### src/design/cube_sphere_vertex_generator_defines.svh
// assertion macros for the cube sphere vertex generator
`ifndef CUBE_SPHERE_VERTEX_GENERATOR_DEFINES_SVH
`define CUBE_SPHERE_VERTEX_GENERATOR_DEFINES_SVH
`ifndef SYNTH
`define CSVG_ASSERT(lbl, prop) \
  lbl: assert property (@(posedge clk_i) disable iff (!rst_ni) prop) \
    else $error("csvg assertion failed");
`define CSVG_ASSERT_RST(lbl, prop) \
  lbl: assert property (@(posedge clk_i) prop) \
    else $error("csvg reset assertion failed");
`else
`define CSVG_ASSERT(lbl, prop)
`define CSVG_ASSERT_RST(lbl, prop)
`endif
`endif

### src/design/csvg_pkg.sv
// types, constants and tables shared by the cube sphere vertex generator
package csvg_pkg;

  localparam int MAX_SUBDIVISION_DEF = 8;
  localparam int OUT_FRAC_BITS_DEF   = 14;

  localparam int CORDIC_STEPS = 30;
  localparam int CW           = 34;
  localparam int ZW           = 33;
  localparam int CRW          = 34;
  localparam int SQW          = 64;
  localparam int SQRT_STEPS   = 32;
  localparam int NORMW        = 32;
  localparam int REMW         = 64;
  localparam int QUOW         = 32;
  localparam int OUTW         = 16;
  localparam int LVLW         = 4;

  localparam logic signed [CW-1:0] CORDIC_GAIN  = CW'(652032874);
  localparam logic signed [ZW-1:0] ANGLE_45     = ZW'(64'd1 << 29);
  localparam logic [LVLW-1:0]      SUBDIV_RESET = 4'd3;
  localparam logic [2:0]           LAST_FACE    = 3'd5;

  typedef enum logic [2:0] {
    SEL_ZERO = 3'd0,
    SEL_PSIN = 3'd1,
    SEL_NSIN = 3'd2,
    SEL_PCOS = 3'd3,
    SEL_NCOS = 3'd4
  } sel_e;

  typedef struct packed {
    logic [2:0] face_select;
    logic [8:0] row_index;
    logic [8:0] column_index;
  } in_t;

  typedef struct packed {
    logic signed [OUTW-1:0] vec_x;
    logic signed [OUTW-1:0] vec_y;
    logic signed [OUTW-1:0] vec_z;
    logic                   bad_input;
  } out_t;

  typedef struct packed {
    logic [2:0]           face;
    logic                 bad;
    logic signed [CW-1:0] x1;
    logic signed [CW-1:0] y1;
    logic signed [ZW-1:0] z1;
    logic signed [CW-1:0] x2;
    logic signed [CW-1:0] y2;
    logic signed [ZW-1:0] z2;
  } cord_t;

  typedef struct packed {
    logic                      bad;
    logic [2:0][CRW-1:0]       cr;
    logic [SQW-1:0]            v;
    logic [SQW-1:0]            r;
  } sq_t;

  typedef struct packed {
    logic                 bad;
    logic                 zero;
    logic [2:0]           neg;
    logic [2:0][REMW-1:0] rem;
    logic [2:0][QUOW-1:0] quo;
    logic [NORMW-1:0]     norm;
  } dv_t;

  function automatic int atan_angle(int i);
    int a;
    case (i)
      0:  a = 536870912;
      1:  a = 316933406;
      2:  a = 167458907;
      3:  a = 85004756;
      4:  a = 42667331;
      5:  a = 21354465;
      6:  a = 10679838;
      7:  a = 5340245;
      8:  a = 2670163;
      9:  a = 1335087;
      10: a = 667544;
      11: a = 333772;
      12: a = 166886;
      13: a = 83443;
      14: a = 41722;
      15: a = 20861;
      16: a = 10430;
      17: a = 5215;
      18: a = 2608;
      19: a = 1304;
      20: a = 652;
      21: a = 326;
      22: a = 163;
      23: a = 81;
      24: a = 41;
      25: a = 20;
      26: a = 10;
      27: a = 5;
      28: a = 3;
      29: a = 1;
      default: a = 0;
    endcase
    return a;
  endfunction

  // plane normal sign table, per face and angle
  function automatic sel_e normal_sel(logic [2:0] f, logic side, logic [1:0] axis);
    sel_e row [3];
    case ({f, side})
      {3'd0, 1'b0}: row = '{SEL_NSIN, SEL_ZERO, SEL_NCOS};
      {3'd0, 1'b1}: row = '{SEL_NSIN, SEL_PCOS, SEL_ZERO};
      {3'd1, 1'b0}: row = '{SEL_NCOS, SEL_ZERO, SEL_PSIN};
      {3'd1, 1'b1}: row = '{SEL_ZERO, SEL_PCOS, SEL_PSIN};
      {3'd2, 1'b0}: row = '{SEL_PSIN, SEL_ZERO, SEL_PCOS};
      {3'd2, 1'b1}: row = '{SEL_PSIN, SEL_PCOS, SEL_ZERO};
      {3'd3, 1'b0}: row = '{SEL_PCOS, SEL_ZERO, SEL_NSIN};
      {3'd3, 1'b1}: row = '{SEL_ZERO, SEL_PCOS, SEL_NSIN};
      {3'd4, 1'b0}: row = '{SEL_NCOS, SEL_PSIN, SEL_ZERO};
      {3'd4, 1'b1}: row = '{SEL_ZERO, SEL_PSIN, SEL_NCOS};
      {3'd5, 1'b0}: row = '{SEL_PCOS, SEL_NSIN, SEL_ZERO};
      {3'd5, 1'b1}: row = '{SEL_ZERO, SEL_NSIN, SEL_NCOS};
      default:      row = '{SEL_ZERO, SEL_ZERO, SEL_ZERO};
    endcase
    return (axis == 2'd0) ? row[0] : ((axis == 2'd1) ? row[1] : row[2]);
  endfunction

  function automatic logic signed [CW-1:0] pick(sel_e sel, logic signed [CW-1:0] s,
                                                 logic signed [CW-1:0] c);
    logic signed [CW-1:0] v;
    case (sel)
      SEL_PSIN: v = s;
      SEL_NSIN: v = -s;
      SEL_PCOS: v = c;
      SEL_NCOS: v = -c;
      default:  v = '0;
    endcase
    return v;
  endfunction

endpackage

### src/design/csvg_sqrt_cell.sv
// one result bit of the integer square root
module csvg_sqrt_cell import csvg_pkg::*; #(
  parameter int K = 0
) (
  input  logic clk_i,
  input  logic rst_ni,
  input  logic en_i,
  input  logic valid_i,
  input  sq_t  data_i,
  output logic valid_o,
  output sq_t  data_o
);

  localparam logic [SQW-1:0] BIT = SQW'(1) << (62 - 2 * K);

  logic valid_q;
  sq_t  data_q, data_d;
  logic [SQW-1:0] t;

  always_comb begin
    t = data_i.r + BIT;
    data_d = data_i;
    if (data_i.v >= t) begin
      data_d.v = data_i.v - t;
      data_d.r = (data_i.r >> 1) + BIT;
    end else begin
      data_d.r = data_i.r >> 1;
    end
  end

  always_ff @(posedge clk_i or negedge rst_ni) begin
    if (!rst_ni) begin
      valid_q <= 1'b0;
    end else if (en_i) begin
      valid_q <= valid_i;
    end
  end

  always_ff @(posedge clk_i) begin
    if (en_i) begin
      data_q <= data_d;
    end
  end

  assign valid_o = valid_q;
  assign data_o  = data_q;

endmodule

### config.mk
export PLATFORM = sky130hd
export DESIGN_NAME = csvg_sqrt_cell
export DESIGN_NICKNAME = d
export VERILOG_FILES = /design/src/design/cube_sphere_vertex_generator_defines.svh /design/src/design/csvg_pkg.sv /design/src/design/csvg_sqrt_cell.sv
export SDC_FILE = /design/constraint.sdc
export NUM_CORES = 1
export LEC_CHECK = 0
export ABC_AREA = 1
export BUFFER_PORTS_ARGS = -buffer_cell sky130_fd_sc_hd__buf_2
export CAP_MARGIN = 15
export CORE_MARGIN = 4
export CORE_UTILIZATION = 45
export CTS_CLUSTER_DIAMETER = 120
export DETAILED_ROUTE_END_ITERATION = 8
export PLACE_DENSITY_LB_ADDON = 0.05
export RECOVER_POWER = 25
export REMOVE_ABC_BUFFERS = 1
export SLEW_MARGIN = 5
export SYNTH_ARGS = -nofsm -noshare
export SYNTH_HDL_FRONTEND = slang
export SYNTH_SLANG_ARGS = --single-unit
export TNS_END_PERCENT = 10
### constraint.sdc
create_clock -name clk_i -period 0.8 [get_ports clk_i]
set_input_delay 0.08 -clock clk_i [delete_from_list [all_inputs] [get_ports clk_i]]
set_output_delay 0.08 -clock clk_i [all_outputs]
set_load 0.02 [all_outputs]
# After elaboration in Yosys (flattened, before gate mapping)
# Cells that the tools add are included.
# totals
ff_bits	232
latchBits	0
ramBits	0
mem_bits_ro	0
output_inout_bits	232
mem_count	0
# classes
n_addsub	3
n_mul	0
div	0
n_lt_le_gt_ge	1
eq_ne	0
shifts	0
mux	2
bitwise_logic	0
n_reduce_logical	0
# op_table
operator	n
adder 63 x 63 -> 64 bit, second input constant	1
adder 64 x 63 -> 64 bit, second input constant	1
greater-or-equal comparator 64 bit	1
2-to-1 mux 64 bit	1
subtractor 64 bit	1
2-to-1 mux 63 bit	1

# Logic depth before layout (Yosys ltp)
# logic_depth
depth_word	3
ltp_mapped	18
mapped_depth_nobuf	17

# Least setup slack after synthesis
# Ideal clock, no wire load.
# synth_path
kind	input-to-reg
from	in data_i[64] in the netlist's numbering
to	reg data_q, in the netlist data_o[78] (data pin)
setup_ns	0.252
arrival_time_ns	1.768
required_ns	0.548
slack_ns	-1.220
stages	18
n_path_buf	1
path_cell_list	inv_1 ha_1 fa_1 inv_1 nand3_1 nand2_2 nand2_2 nand2_4 nand2_2 nand2_2 nand2_2 nand3_2 nand2_4 nand2_8 inv_4 buf_2 nand2_1 nand2_1
# synth_lines
item	line	source
from (decl)	csvg_sqrt_cell.sv:9	input sq_t data_i,
to (signal assigned)	csvg_sqrt_cell.sv:41	data_q <= data_d;
to (decl)	csvg_sqrt_cell.sv:17	sq_t data_q, data_d;

==> results by group <==
Timing
  – Worst-margin pin slew: 0.835 ns
  – FMAX: 0.506 GHz
  – Final Hold Fails: 0
  – Post-layout minimum cycle time: 1.98 ns
  – Final setup viols: 377
  – Hold WS: 0.0662 ns
  – Max-slew violations: 0
  – Post-route setup TNS: -164.74 ns
  – Final period util: 247%
  – RSZ-0062 raised after global routing: true
  – Final WS setup: -1.18 ns
  – Relative slew slack: 44.4%
  – Clock Skews: 0 ns

Global routing
  – First-pass GRT wire length: 100000 microns
  – Largest net degree at the start of global routing: 38
  – Initial antenna violation count: 4
  – Number of global-route vias before repair: 16900
  – GRT Overall Usage: 38.3%
  – GRT overflow: 0

Route
  – Via density: 5.42
  – Post-DRT Antenna Nets: 0
  – Vias after detailed routing: 17700
  – DRC: 0
  – Routed WL per cell: 23.8 microns
  – Iter 0 DRT Violations: 2454
  – Final wirelength: 77700 microns
  – 1st-pass router iterations: 8

Worst setup path
  – CP Cell Sequence: buf_2 > inv_1 > ha_4 > nand2_1 > nand2_1 > nand2_1 > nand2_2 > inv_2 > nand2_4 > a21oi_4 > nand3_2 > nand2_4 > nand2_8 > buf_12 > buf_16 > nand2_2 > nand2_1
  – WS Path Type: in -> reg
  – Arr. time, crit path: 2.25 ns
  – Slowest-stage cell, CP: ha_4
  – Critical path startpoint category: input pin
  – Delay-heaviest family, CP: simple AND/OR/NAND/NOR gates
  – Critical Path Most Common Cell: nand2_1
  – FF-to-FF Start: valid_o
  – Crit path to: data_o[96]
  – Crit. End Element: flop
  – CP max stage delay: 0.25 ns
  – Reg-to-reg slack, setup: 0 ns
  – Worst Path Buf+Inv: 5
  – R2R cell count: 1
  – CP Depth: 17
  – Worst EP required: 1.07 ns
  – FF-to-FF End: valid_o
  – Crit path launch: data_i[29]
  – Crit path max fanout: 8

Floorplan
  – Die ar.: 0.0344 sq mm
  – Initial Util: 46.0%
  – IO Count: 467
  – Die H: 185 microns
  – Site Rows: 64
  – Core region area: 0.0308 sq mm
  – Die Wd: 185 microns

Finish
  – Filler cells: 1765
  – Layout area overhead: 73.6%
  – Nets: 3154
  – Final Cell Area: 0.0246 sq mm
  – Layout cell share with drive strength beyond 1: 40.0%

Yosys
  – Post-Syn Instances: 1818
  – Ys Warns: 0
  – Post-Syn Area: 0.0142 sq mm
  – Register area share after synthesis: 49.1%
  – Distinct cell type count after synthesis: 35
  – Mean Syn Cell Area: 7.79 sq um
  – Synthesis-stage register bit count: 232

Flow run
  – Max-Cap Viols: 0

Clocking
  – Clock Tree Root: clkbuf_16
  – Hold Buf Count CTS: 234
  – CTS Buf Count: 24
  – Clk Latency, worst-skew pair: 0.55 ns
  – TritonCTS clock tree: built
  – Clock buffer depth: 3
  – H-tree levels: 1
  – Worst-path clk slew: 0.08 ns
  – Clk sinks: 232

Placed design
  – Placed inst area: 0.0192 sq mm
  – Port-buffer cells: 466
  – Dpl ws: -1.58 ns
  – Post-detail-place hpwl: 43500 microns
  – GPL Wtd Cong: 0.959

Power and ir drop
  – Clock network fraction of total power: 27.5%
  – Comb pwr share: 37.3%
  – P_leak: 12.7 nW
  – Switching part of the total: 35.4%
  – Design Power: 44.0 mW
  – VDD IR max: 1920 uV
  – Internal power: 28.4 mW
  – NetSw: 15.6 mW
  – PwrDens: 1790 mW/mm^2
  – Share of power burned in registers: 35.2%

Min path
  – HP Class: in -> reg

Status
  – Failing checks: negative setup slack
  – Status: finished, violations left
-- power by group through the flow --
stage	Sequential [mW]	Clock [mW]	Combinational, mW
2_1_floorplan	17.1	0	4.14
6_report	15.5	12.1	16.4
3_3_place_gp	15.4	0	11.3
3_5_place_dp	15.4	0	11.5
4_1_cts	15.2	11.6	14.0
5_1_grt	15.5	12.5	17.1
-- metal layers --
layer / vias to the layer above / share of wire [%] / track usage, %
li1: 7684 / - / -
met4: 4 / 7.3 / 17.2
met1: 8132 / 35 / 47.1
met2: 1484 / 46 / 65.4
met5: - / 0.071 / 0.857
met3: 429 / 12 / 7.47
-- placed cells by master (no fill, tap or decap), types with 4 or more instances in the layout --
| cell | Yosys | routed |
|---|---|---|
| clkbuf_2 | 0 | 9 |
| clkbuf_16 | 0 | 30 |
| inv_1 | 396 | 366 |
| clkinv_1 | 1 | 5 |
| inv_2 | 10 | 37 |
| ha_4 | 0 | 54 |
| nor2_1 | 111 | 79 |
| edfxtp_1 | 231 | 231 |
| nand2_4 | 2 | 22 |
| dlygate4sd3_1 | 0 | 234 |
| a21oi_1 | 42 | 28 |
| nor2_4 | 1 | 15 |
| buf_6 | 2 | 50 |
| clkbuf_1 | 0 | 7 |
| buf_4 | 5 | 284 |
| nor2_2 | 10 | 28 |
| buf_2 | 4 | 419 |
| nand3_1 | 79 | 56 |
| ha_1 | 64 | 9 |
| clkinvlp_4 | 0 | 5 |
| buf_12 | 2 | 5 |
| nand3_2 | 11 | 30 |
| nand3_4 | 0 | 4 |
| a21oi_2 | 2 | 13 |
| nor3_1 | 7 | 5 |
| nand2_1 | 753 | 644 |
| buf_16 | 0 | 10 |
| nand2_2 | 12 | 101 |
| xor2_1 | 30 | 28 |
| nand4_1 | 20 | 20 |
-- tightest hold or removal path: stages --
cell and delay [ns]:
buf_6 0.08, ha_4 0.12, inv_1 0.04, nand2_1 0.07, o21ai_2 0.06
-- Yosys cell counts, drive strengths merged --
library cell,n,area (sq um)
a21oi,44,228
and2,2,12.5
and3,1,6.26
buf,13,120
clkinv,1,3.75
dfrtp,1,25.0
edfxtp,231,6940
fa,1,20.0
ha,64,801
inv,407,1530
mux2,1,11.3
nand2,768,2940
nand3,90,505
nand4,20,125
nor2,122,490
nor3,10,77.6
nor4,2,12.5
o21ai,8,40.0
xnor2,2,17.5
xor2,30,263
-- state kept, by name, indices dropped and copies added (netlist names) --
signal   flops
data_o     231
valid_o      1
-- through the flow --
| stage | std cells | utilization [%] |
|---|---|---|
| 6_report | 3271 | 79.8 |
| 5_1_grt | 3269 | 79.8 |
| 4_1_cts | 3260 | 76.7 |
| 3_5_place_dp | 2960 | 62.3 |
| 3_3_place_gp | 2960 | 62.3 |
| 2_1_floorplan | 1805 | - |
-- final cells by class --
type	instances	area (sq um)	area share [%]
Clock inverter	15	161	0.656
Tap cell	396	495	2.01
Sequential cell	232	6960	28.3
Timing Repair Buffer	1023	7740	31.5
Antenna cell	3	7.51	0.0305
Multi-Input combinational cell	1165	7030	28.6
Clock buffer	29	641	2.60
Inverter	408	1560	6.32
-- logic make-up after synthesis --
logic type / Yosys count / share of synthesized area (%)
xor+xnor: 32 / 1.98
fa+ha+maj: 65 / 5.79
compound gates: 52 / 1.89
simple gates: 1015 / 29.5
mux: 1 / 0.0795
flops: 232 / 49.1
buf+inv: 421 / 11.7
-- what timing repair did --
item,4_1_cts,5_1_grt
gates resized for setup,217,227
hold endpoints to repair,246,7
setup endpoints to repair,298,298
pin swaps,23,30
buffers inserted,15,3
cloned,7,5
-- how the worst min path moves through the flow --
stage	depth (start not counted)	slack [ns]	end	startpoint
2_1_floorplan	0	-0.22	valid_o	rst_ni
3_3_place_gp	1	-0.14	valid_o	rst_ni
6_report	5	0.07	data_o[64]	data_i[0]
3_5_place_dp	1	-0.14	valid_o	rst_ni
4_1_cts	2	-0.03	data_o[0]	en_i
5_1_grt	5	0.06	data_o[64]	data_i[0]
No activity file was read; power rests on OpenSTA's default activity.
