File: config.mk
export PLATFORM = sky130hd
export DESIGN_NAME = csvg_cordic_cell
export DESIGN_NICKNAME = d
export VERILOG_FILES = /design/src/design/cube_sphere_vertex_generator_defines.svh /design/src/design/csvg_pkg.sv /design/src/design/csvg_cordic_cell.sv
export SDC_FILE = /design/constraint.sdc
export NUM_CORES = 1
export LEC_CHECK = 0
export BUFFER_PORTS_ARGS = -buffer_cell sky130_fd_sc_hd__buf_2
export CORE_AREA = 2 2 177 179
export DETAILED_ROUTE_END_ITERATION = 10
export DIE_AREA = 0 0 179 181
export GPL_TIMING_DRIVEN = 0
export PLACE_DENSITY_LB_ADDON = 0.3
export SLEW_MARGIN = 30
export SYNTH_ARGS = -nofsm -noshare
export SYNTH_HDL_FRONTEND = slang
export SYNTH_SLANG_ARGS = --single-unit
File: constraint.sdc
create_clock -name clk_i -period 1.2 [get_ports clk_i]
set_input_delay 0.12 -clock clk_i [delete_from_list [all_inputs] [get_ports clk_i]]
set_output_delay 0.12 -clock clk_i [all_outputs]
set_load 0.05 [all_outputs]
File: src/design/cube_sphere_vertex_generator_defines.svh
// assertion macros for the cube sphere vertex generator
`ifndef CUBE_SPHERE_VERTEX_GENERATOR_DEFINES_SVH
`define CUBE_SPHERE_VERTEX_GENERATOR_DEFINES_SVH
`ifndef SYNTH
`define CSVG_ASSERT(lbl, prop) \
  lbl: assert property (@(posedge clk_i) disable iff (!rst_ni) prop) \
    else $error("csvg assertion failed");
`define CSVG_ASSERT_RST(lbl, prop) \
  lbl: assert property (@(posedge clk_i) prop) \
    else $error("csvg reset assertion failed");
`else
`define CSVG_ASSERT(lbl, prop)
`define CSVG_ASSERT_RST(lbl, prop)
`endif
`endif

File: src/design/csvg_pkg.sv
// types, constants and tables shared by the cube sphere vertex generator
package csvg_pkg;

  localparam int MAX_SUBDIVISION_DEF = 8;
  localparam int OUT_FRAC_BITS_DEF   = 14;

  localparam int CORDIC_STEPS = 30;
  localparam int CW           = 34;
  localparam int ZW           = 33;
  localparam int CRW          = 34;
  localparam int SQW          = 64;
  localparam int SQRT_STEPS   = 32;
  localparam int NORMW        = 32;
  localparam int REMW         = 64;
  localparam int QUOW         = 32;
  localparam int OUTW         = 16;
  localparam int LVLW         = 4;

  localparam logic signed [CW-1:0] CORDIC_GAIN  = CW'(652032874);
  localparam logic signed [ZW-1:0] ANGLE_45     = ZW'(64'd1 << 29);
  localparam logic [LVLW-1:0]      SUBDIV_RESET = 4'd3;
  localparam logic [2:0]           LAST_FACE    = 3'd5;

  typedef enum logic [2:0] {
    SEL_ZERO = 3'd0,
    SEL_PSIN = 3'd1,
    SEL_NSIN = 3'd2,
    SEL_PCOS = 3'd3,
    SEL_NCOS = 3'd4
  } sel_e;

  typedef struct packed {
    logic [2:0] face_select;
    logic [8:0] row_index;
    logic [8:0] column_index;
  } in_t;

  typedef struct packed {
    logic signed [OUTW-1:0] vec_x;
    logic signed [OUTW-1:0] vec_y;
    logic signed [OUTW-1:0] vec_z;
    logic                   bad_input;
  } out_t;

  typedef struct packed {
    logic [2:0]           face;
    logic                 bad;
    logic signed [CW-1:0] x1;
    logic signed [CW-1:0] y1;
    logic signed [ZW-1:0] z1;
    logic signed [CW-1:0] x2;
    logic signed [CW-1:0] y2;
    logic signed [ZW-1:0] z2;
  } cord_t;

  typedef struct packed {
    logic                      bad;
    logic [2:0][CRW-1:0]       cr;
    logic [SQW-1:0]            v;
    logic [SQW-1:0]            r;
  } sq_t;

  typedef struct packed {
    logic                 bad;
    logic                 zero;
    logic [2:0]           neg;
    logic [2:0][REMW-1:0] rem;
    logic [2:0][QUOW-1:0] quo;
    logic [NORMW-1:0]     norm;
  } dv_t;

  function automatic int atan_angle(int i);
    int a;
    case (i)
      0:  a = 536870912;
      1:  a = 316933406;
      2:  a = 167458907;
      3:  a = 85004756;
      4:  a = 42667331;
      5:  a = 21354465;
      6:  a = 10679838;
      7:  a = 5340245;
      8:  a = 2670163;
      9:  a = 1335087;
      10: a = 667544;
      11: a = 333772;
      12: a = 166886;
      13: a = 83443;
      14: a = 41722;
      15: a = 20861;
      16: a = 10430;
      17: a = 5215;
      18: a = 2608;
      19: a = 1304;
      20: a = 652;
      21: a = 326;
      22: a = 163;
      23: a = 81;
      24: a = 41;
      25: a = 20;
      26: a = 10;
      27: a = 5;
      28: a = 3;
      29: a = 1;
      default: a = 0;
    endcase
    return a;
  endfunction

  // plane normal sign table, per face and angle
  function automatic sel_e normal_sel(logic [2:0] f, logic side, logic [1:0] axis);
    sel_e row [3];
    case ({f, side})
      {3'd0, 1'b0}: row = '{SEL_NSIN, SEL_ZERO, SEL_NCOS};
      {3'd0, 1'b1}: row = '{SEL_NSIN, SEL_PCOS, SEL_ZERO};
      {3'd1, 1'b0}: row = '{SEL_NCOS, SEL_ZERO, SEL_PSIN};
      {3'd1, 1'b1}: row = '{SEL_ZERO, SEL_PCOS, SEL_PSIN};
      {3'd2, 1'b0}: row = '{SEL_PSIN, SEL_ZERO, SEL_PCOS};
      {3'd2, 1'b1}: row = '{SEL_PSIN, SEL_PCOS, SEL_ZERO};
      {3'd3, 1'b0}: row = '{SEL_PCOS, SEL_ZERO, SEL_NSIN};
      {3'd3, 1'b1}: row = '{SEL_ZERO, SEL_PCOS, SEL_NSIN};
      {3'd4, 1'b0}: row = '{SEL_NCOS, SEL_PSIN, SEL_ZERO};
      {3'd4, 1'b1}: row = '{SEL_ZERO, SEL_PSIN, SEL_NCOS};
      {3'd5, 1'b0}: row = '{SEL_PCOS, SEL_NSIN, SEL_ZERO};
      {3'd5, 1'b1}: row = '{SEL_ZERO, SEL_NSIN, SEL_NCOS};
      default:      row = '{SEL_ZERO, SEL_ZERO, SEL_ZERO};
    endcase
    return (axis == 2'd0) ? row[0] : ((axis == 2'd1) ? row[1] : row[2]);
  endfunction

  function automatic logic signed [CW-1:0] pick(sel_e sel, logic signed [CW-1:0] s,
                                                 logic signed [CW-1:0] c);
    logic signed [CW-1:0] v;
    case (sel)
      SEL_PSIN: v = s;
      SEL_NSIN: v = -s;
      SEL_PCOS: v = c;
      SEL_NCOS: v = -c;
      default:  v = '0;
    endcase
    return v;
  endfunction

endpackage

File: src/design/csvg_cordic_cell.sv
// one rotation step of the two sine/cosine chains
module csvg_cordic_cell import csvg_pkg::*; #(
  parameter int STEP = 0
) (
  input  logic  clk_i,
  input  logic  rst_ni,
  input  logic  en_i,
  input  logic  valid_i,
  input  cord_t data_i,
  output logic  valid_o,
  output cord_t data_o
);

  localparam logic signed [ZW-1:0] AT = ZW'(atan_angle(STEP));

  logic  valid_q;
  cord_t data_q, data_d;
  logic signed [CW-1:0] x1, y1, x2, y2;
  logic signed [ZW-1:0] z1, z2;

  always_comb begin
    x1 = data_i.x1;
    y1 = data_i.y1;
    z1 = data_i.z1;
    x2 = data_i.x2;
    y2 = data_i.y2;
    z2 = data_i.z2;
    data_d = data_i;
    if (!z1[ZW-1]) begin
      data_d.x1 = x1 - (y1 >>> STEP);
      data_d.y1 = y1 + (x1 >>> STEP);
      data_d.z1 = z1 - AT;
    end else begin
      data_d.x1 = x1 + (y1 >>> STEP);
      data_d.y1 = y1 - (x1 >>> STEP);
      data_d.z1 = z1 + AT;
    end
    if (!z2[ZW-1]) begin
      data_d.x2 = x2 - (y2 >>> STEP);
      data_d.y2 = y2 + (x2 >>> STEP);
      data_d.z2 = z2 - AT;
    end else begin
      data_d.x2 = x2 + (y2 >>> STEP);
      data_d.y2 = y2 - (x2 >>> STEP);
      data_d.z2 = z2 + AT;
    end
  end

  always_ff @(posedge clk_i or negedge rst_ni) begin
    if (!rst_ni) begin
      valid_q <= 1'b0;
    end else if (en_i) begin
      valid_q <= valid_i;
    end
  end

  always_ff @(posedge clk_i) begin
    if (en_i) begin
      data_q <= data_d;
    end
  end

  assign valid_o = valid_q;
  assign data_o  = data_q;

endmodule

==> impl_metrics.py, run 1 <==
metrics = {
    "status": {
        "status": "did not finish",
        "stop_stage": "global routing (5_1_grt)",
        "tool.error": "[ERROR GRT-0116] Global routing finished with congestion. Check the congestion regions in the DRC Viewer.",
    },
    "clocking": {
        "clkSinkCount": 205,
        "htreeDepth": 1,
        "cts_root_buf": "clkbuf_16",
        "clockBufferDepth": 3,
        "cts_buffers": 24,
    },
    "grt": {
        "grt_pass1_wl_um": 182000,
        "grt_pass1_vias": 26900,
        "grt.overflow.total": 236,
        "grt_max_degree": 101,
        "grt_use_total_pct": 74.7,
    },
    "floorplan": {
        "fp.dieW_um": 179,
        "ioPinCount": 417,
        "die_y_um": 181,
        "start_util_pct": 59.4,
        "rows": 64,
    },
    "synthesis": {
        "synth-simple-area-share_pct": 12.1,
        "yosysWarnings": 0,
        "synth_cell_types": 90,
        "yosysTopAreaCell": "edfxtp_1",
        "synth_top_area_share_pct": 34.0,
        "async_flop_share_pct": 0.488,
        "syn_area_sq_um": 18000,
        "muxShareOfSynthArea_pct": 1.51,
        "synth-xor-area-share_pct": 6.41,
        "synth_edf_count": 204,
        "ys_ff_latch": 205,
        "synth_top_family_by_area": "compound AO/OA/AOI/OAI gates",
        "synth_compound_area_share_pct": 23.8,
        "post_synth.cell_area_avg_sq_um": 8.89,
        "synth_nets": 2449,
        "syn_inst": 2029,
        "ys_seq_area_share_pct": 34.1,
        "synth_fa_ha_area_share_pct": 14.9,
        "ys.flop_type": "edfxtp_1",
        "synth_area_leaders": "edfxtp_1, ha_1, a21oi_1, xnor2_1, inv_1",
    },
    "place": {
        "hpwl_um": 54600,
        "gp_congestion": 1.03,
        "io_buffers": 416,
    },
}
-- layer usage --
| metal | track usage, % | overflow |
|---|---|---|
| met1 | 73.3 | 6 |
| met2 | 92.3 | 116 |
| met3 | 57.9 | 14 |
| met4 | 75.5 | 98 |
| met5 | 33.8 | 2 |
-- cell families after synthesis --
kind of cell / Yosys count
buf+inv: 309
mux: 27
simple gates: 460
flops: 205
xor+xnor: 132
compound gates: 686
fa+ha+maj: 210
-- through the flow --
| stage | std cells | hold WS (ns) | setup slack, ns | utilization (%) | cell area, sq um |
|---|---|---|---|---|---|
| 2_1_floorplan | 2029 | -0.176 | -1.30 | - | 19100 |
| 3_3_place_gp | 2841 | -0.105 | -2.61 | 71.5 | 21700 |
| 3_5_place_dp | 2843 | -0.104 | -2.16 | 71.7 | 21800 |
| 4_1_cts | 3083 | -0.0403 | -1.20 | 92.2 | 28000 |
-- what timing repair did --
| item | 4_1_cts |
|---|---|
| setup endpoints to repair | 335 |
| endpoints found under the hold margin | 101 |
| hold buffers | 69 |
| resized for setup | 974 |
| pin swaps | 239 |
| buffers inserted | 153 |
-- synth_stat cells, types with 5 or more instances --
cell and count:
ha_1 202, nand3_1 25, fa_1 8, clkbuf_1 50, xnor2_1 113, nand4_1 23
o31ai_1 23, nand2b_1 18, or3_1 10, buf_6 9, xor2_1 19, o41ai_1 6
o21a_1 17, edfxtp_1 204, nor4_1 13, and3_1 5, nor2_1 162, inv_1 215
a211o_1 6, mux2i_1 26, a31oi_1 16, buf_2 7, o31a_1 5, a2111oi_0 9
nor3_1 38, o21bai_1 35, or2_2 7, a21boi_0 10, nand2_1 111, o211ai_1 16
o21ai_0 150, o221ai_1 7, nand3b_1 6, a21oi_1 268, a21o_1 33, nor2b_1 18
a211oi_1 20, buf_1 16, o2111ai_1 6
==> run 2: changes to the inputs <==
Settings changed: CORE_AREA 2 2 177 179 to 2 2 216 218, DIE_AREA 0 0 179 181 to 0 0 218 220, PLACE_DENSITY_LB_ADDON 0.3 to 0.15.
==> impl_metrics.py, run 2 <==
metrics = {
    "synthesis": {
        "ys_seq_area_share_pct": 34.1,
        "synth_top_area_share_pct": 34.0,
        "yosysWarnings": 0,
        "synth_nets": 2449,
        "synth_edf_count": 204,
        "netlist_top_cells_count": "a21oi_1, inv_1, edfxtp_1",
        "synth_cell_types": 90,
        "ys_ff_latch": 205,
        "post_synth.cell_area_avg_sq_um": 8.89,
        "synth_area_leaders": "edfxtp_1, ha_1, a21oi_1, xnor2_1, inv_1",
        "ys.flop_type": "edfxtp_1",
        "syn_inst": 2029,
        "async_flop_share_pct": 0.488,
        "yosys.cell_count.top_type": "a21oi_1",
        "yosysTopAreaCell": "edfxtp_1",
        "syn_area_sq_um": 18000,
    },
    "finish": {
        "layout_common_cells": "buf_2, edfxtp_1, inv_1",
        "area_delta_synth_final_pct": 54.8,
        "final_util_pct": 60.9,
        "nFillCells": 3890,
        "drive_gt1_share_pct": 43.4,
        "stdcell_count": 3323,
        "layout_commonest_cell": "buf_2",
        "largest_reg_flops": 204,
        "fin_nets": 3110,
    },
    "worst_setup_path": {
        "worstSetupStartpointType": "input pin",
        "critical_path_buf_inv_count": 3,
        "worstSetupPathType": "input pin to flip-flop",
        "r2r-start": "valid_o",
        "cpMaxStageDelayCell": "a311o_1",
        "cpPeakStageDelay_ns": 0.43,
        "critPathRequiredTime_ns": 1.48,
        "crit_chain": "buf_12 -> inv_12 -> ha_4 -> buf_8 -> a21oi_4 -> a21o_1 -> a31oi_4 -> a311o_1 -> a211oi_4 -> o221ai_4 -> a2111oi_4 -> a21oi_2 -> xnor2_2",
        "cp_max_fo": 6,
        "ff2ff_setup_slack_ns": 0.46,
        "arrival_ns": 2.64,
        "r2r_cells": 1,
        "crit_family": "compound AO/OA/AOI/OAI gates",
        "timing.rr.end": "valid_o",
        "endpoint_kind": "flip-flop",
    },
    "place": {
        "gp_congestion": 0.971,
        "pre_cts_slack_ns": -2.20,
        "dp.cells": 3054,
        "hpwl_um": 54700,
        "io_buffers": 416,
    },
    "clocking": {
        "cts_root_buf": "clkbuf_16",
        "clockBufferDepth": 3,
        "cts_hold_buf": 73,
        "cts_tree": "built",
        "htreeDepth": 1,
        "clk-insertion-delay-late_ns": 0.57,
        "cts_buffers": 25,
        "clkSinkCount": 205,
        "clk_pin_slew_worst_paths_ns": 0.06,
    },
    "power": {
        "p_leak_nw": 11.6,
        "p_per_area_nw_per_um2": 1200,
        "ir_worst_vdd_uv": 1140,
    },
    "grt": {
        "grt_pass1_vias": 18400,
        "grt_pass1_wl_um": 108000,
        "grt_max_degree": 81,
        "grt.overflow.total": 0,
        "antenna_found_initial": 8,
        "grt_use_total_pct": 29.0,
    },
    "timing": {
        "fmax_mhz": 424,
        "clock_skew_ns": 0,
        "finalWorstSetupSlack_ns": -1.16,
        "rsz0062_at_grt": "yes",
        "tightest_slew_ns": 1.20,
        "holdWs_ns": -0.0584,
        "slew-limit-headroom_pct": 20.3,
        "fin_crit_sh_pct": 196,
        "min_period_ns": 2.36,
        "hold_viol": 27,
        "maxSlewViolCount": 0,
        "setup_viol": 326,
    },
    "min_path": {
        "worst_hold_path.endpoint": "data_o[134]",
        "hold_path_depth": 1,
        "hold_class": "input pin to flip-flop",
        "min_from": "en_i",
    },
    "floorplan": {
        "fp.dieArea_sq_um": 48000,
        "die_y_um": 220,
        "core_sq_um": 45900,
        "rows": 79,
        "ioPinCount": 417,
        "start_util_pct": 39.3,
        "fp.dieW_um": 218,
    },
    "routing": {
        "first_pass_iters": 7,
        "drt-total-wl_um": 74200,
        "route.detailed.drc": 0,
        "viasPerCell": 5.67,
        "route.vias.total": 18900,
        "drtIter0Drc": 1492,
        "wl_per_cell_um": 22.3,
        "ant_nets": 0,
    },
    "flow_run": {
        "maxCapViolCount": 0,
    },
    "status": {
        "status": "finished with violations",
        "violations": "hold timing, setup timing",
    },
}
-- run 2: cell counts after synthesis --
Identical to the previous run, type by type.
-- run 2: repair_timing --
action                                 CTS  global route
setup buffers                           97            64
pin swaps                              180           151
gates resized for setup                469           281
setup endpoints to repair              335           335
cloned                                   1             0
endpoints found under the hold margin  119            39
-- run 2: per-stage QoR --
| step | cell area (sq um) | total power [W] | TNS, ns |
|---|---|---|---|
| finish | 27900 | 0.0335 | -103.75 |
| global route | 27900 | 0.0348 | -117.53 |
| CTS | 26400 | 0.0324 | -101.34 |
| detailed placement | 22000 | 0.0225 | -218.87 |
| global placement | 22000 | 0.0225 | -745.78 |
| floorplan | 19100 | 0.0188 | -98.45 |
-- run 2: worst max path at each step --
stage                     depth (start not counted)  slack [ns]          end        start
after global routing                             12       -1.18   data_o[97]   data_i[40]
final                                            13       -1.16  data_o[167]  data_i[136]
after CTS                                        13       -1.19  data_o[167]  data_i[136]
after floorplan                                  10       -1.30   data_o[97]   data_i[71]
after global placement                            2       -2.95      valid_o         en_i
after detailed placement                         13       -2.20  data_o[167]  data_i[138]
-- run 2: layout make-up --
cell class	instances	area (sq um)	share of cell area, %
buffer	81	659	2.36
multi-input combinational	1515	13900	49.7
timing repair buffer	643	4700	16.8
tap	607	759	2.72
antenna	7	17.5	0.0627
sequential	205	6150	22.0
clock inverter	16	159	0.569
inverter	219	948	3.40
clock buffer	30	644	2.31
-- run 2: kinds of logic after synthesis --
logic type                 synth area share, %
AOI/OAI and AO/OA                         23.8
xor gates and xnor gates                  6.41
adders and majority gates                 14.9
buffers and inverters                     7.17
DFF                                       34.1
muxes                                     1.51
and+or+nand+nor                           12.1
-- run 2: where the power goes --
group          internal [W]  switching (W)  leakage, nW  total [W]
registers           0.00923       0.000294         2.01    0.00952
clock network       0.00430        0.00327        0.391    0.00757
logic               0.00579         0.0106         9.25     0.0164
total                0.0193         0.0142         11.6     0.0335
-- run 2: per-layer routing --
layer	track usage (%)	wire, um
met1	37.0	29600
met2	49.3	35900
met3	3.81	5610
met4	12.0	3120
met5	0	14
No activity file was read; power rests on OpenSTA's default activity.
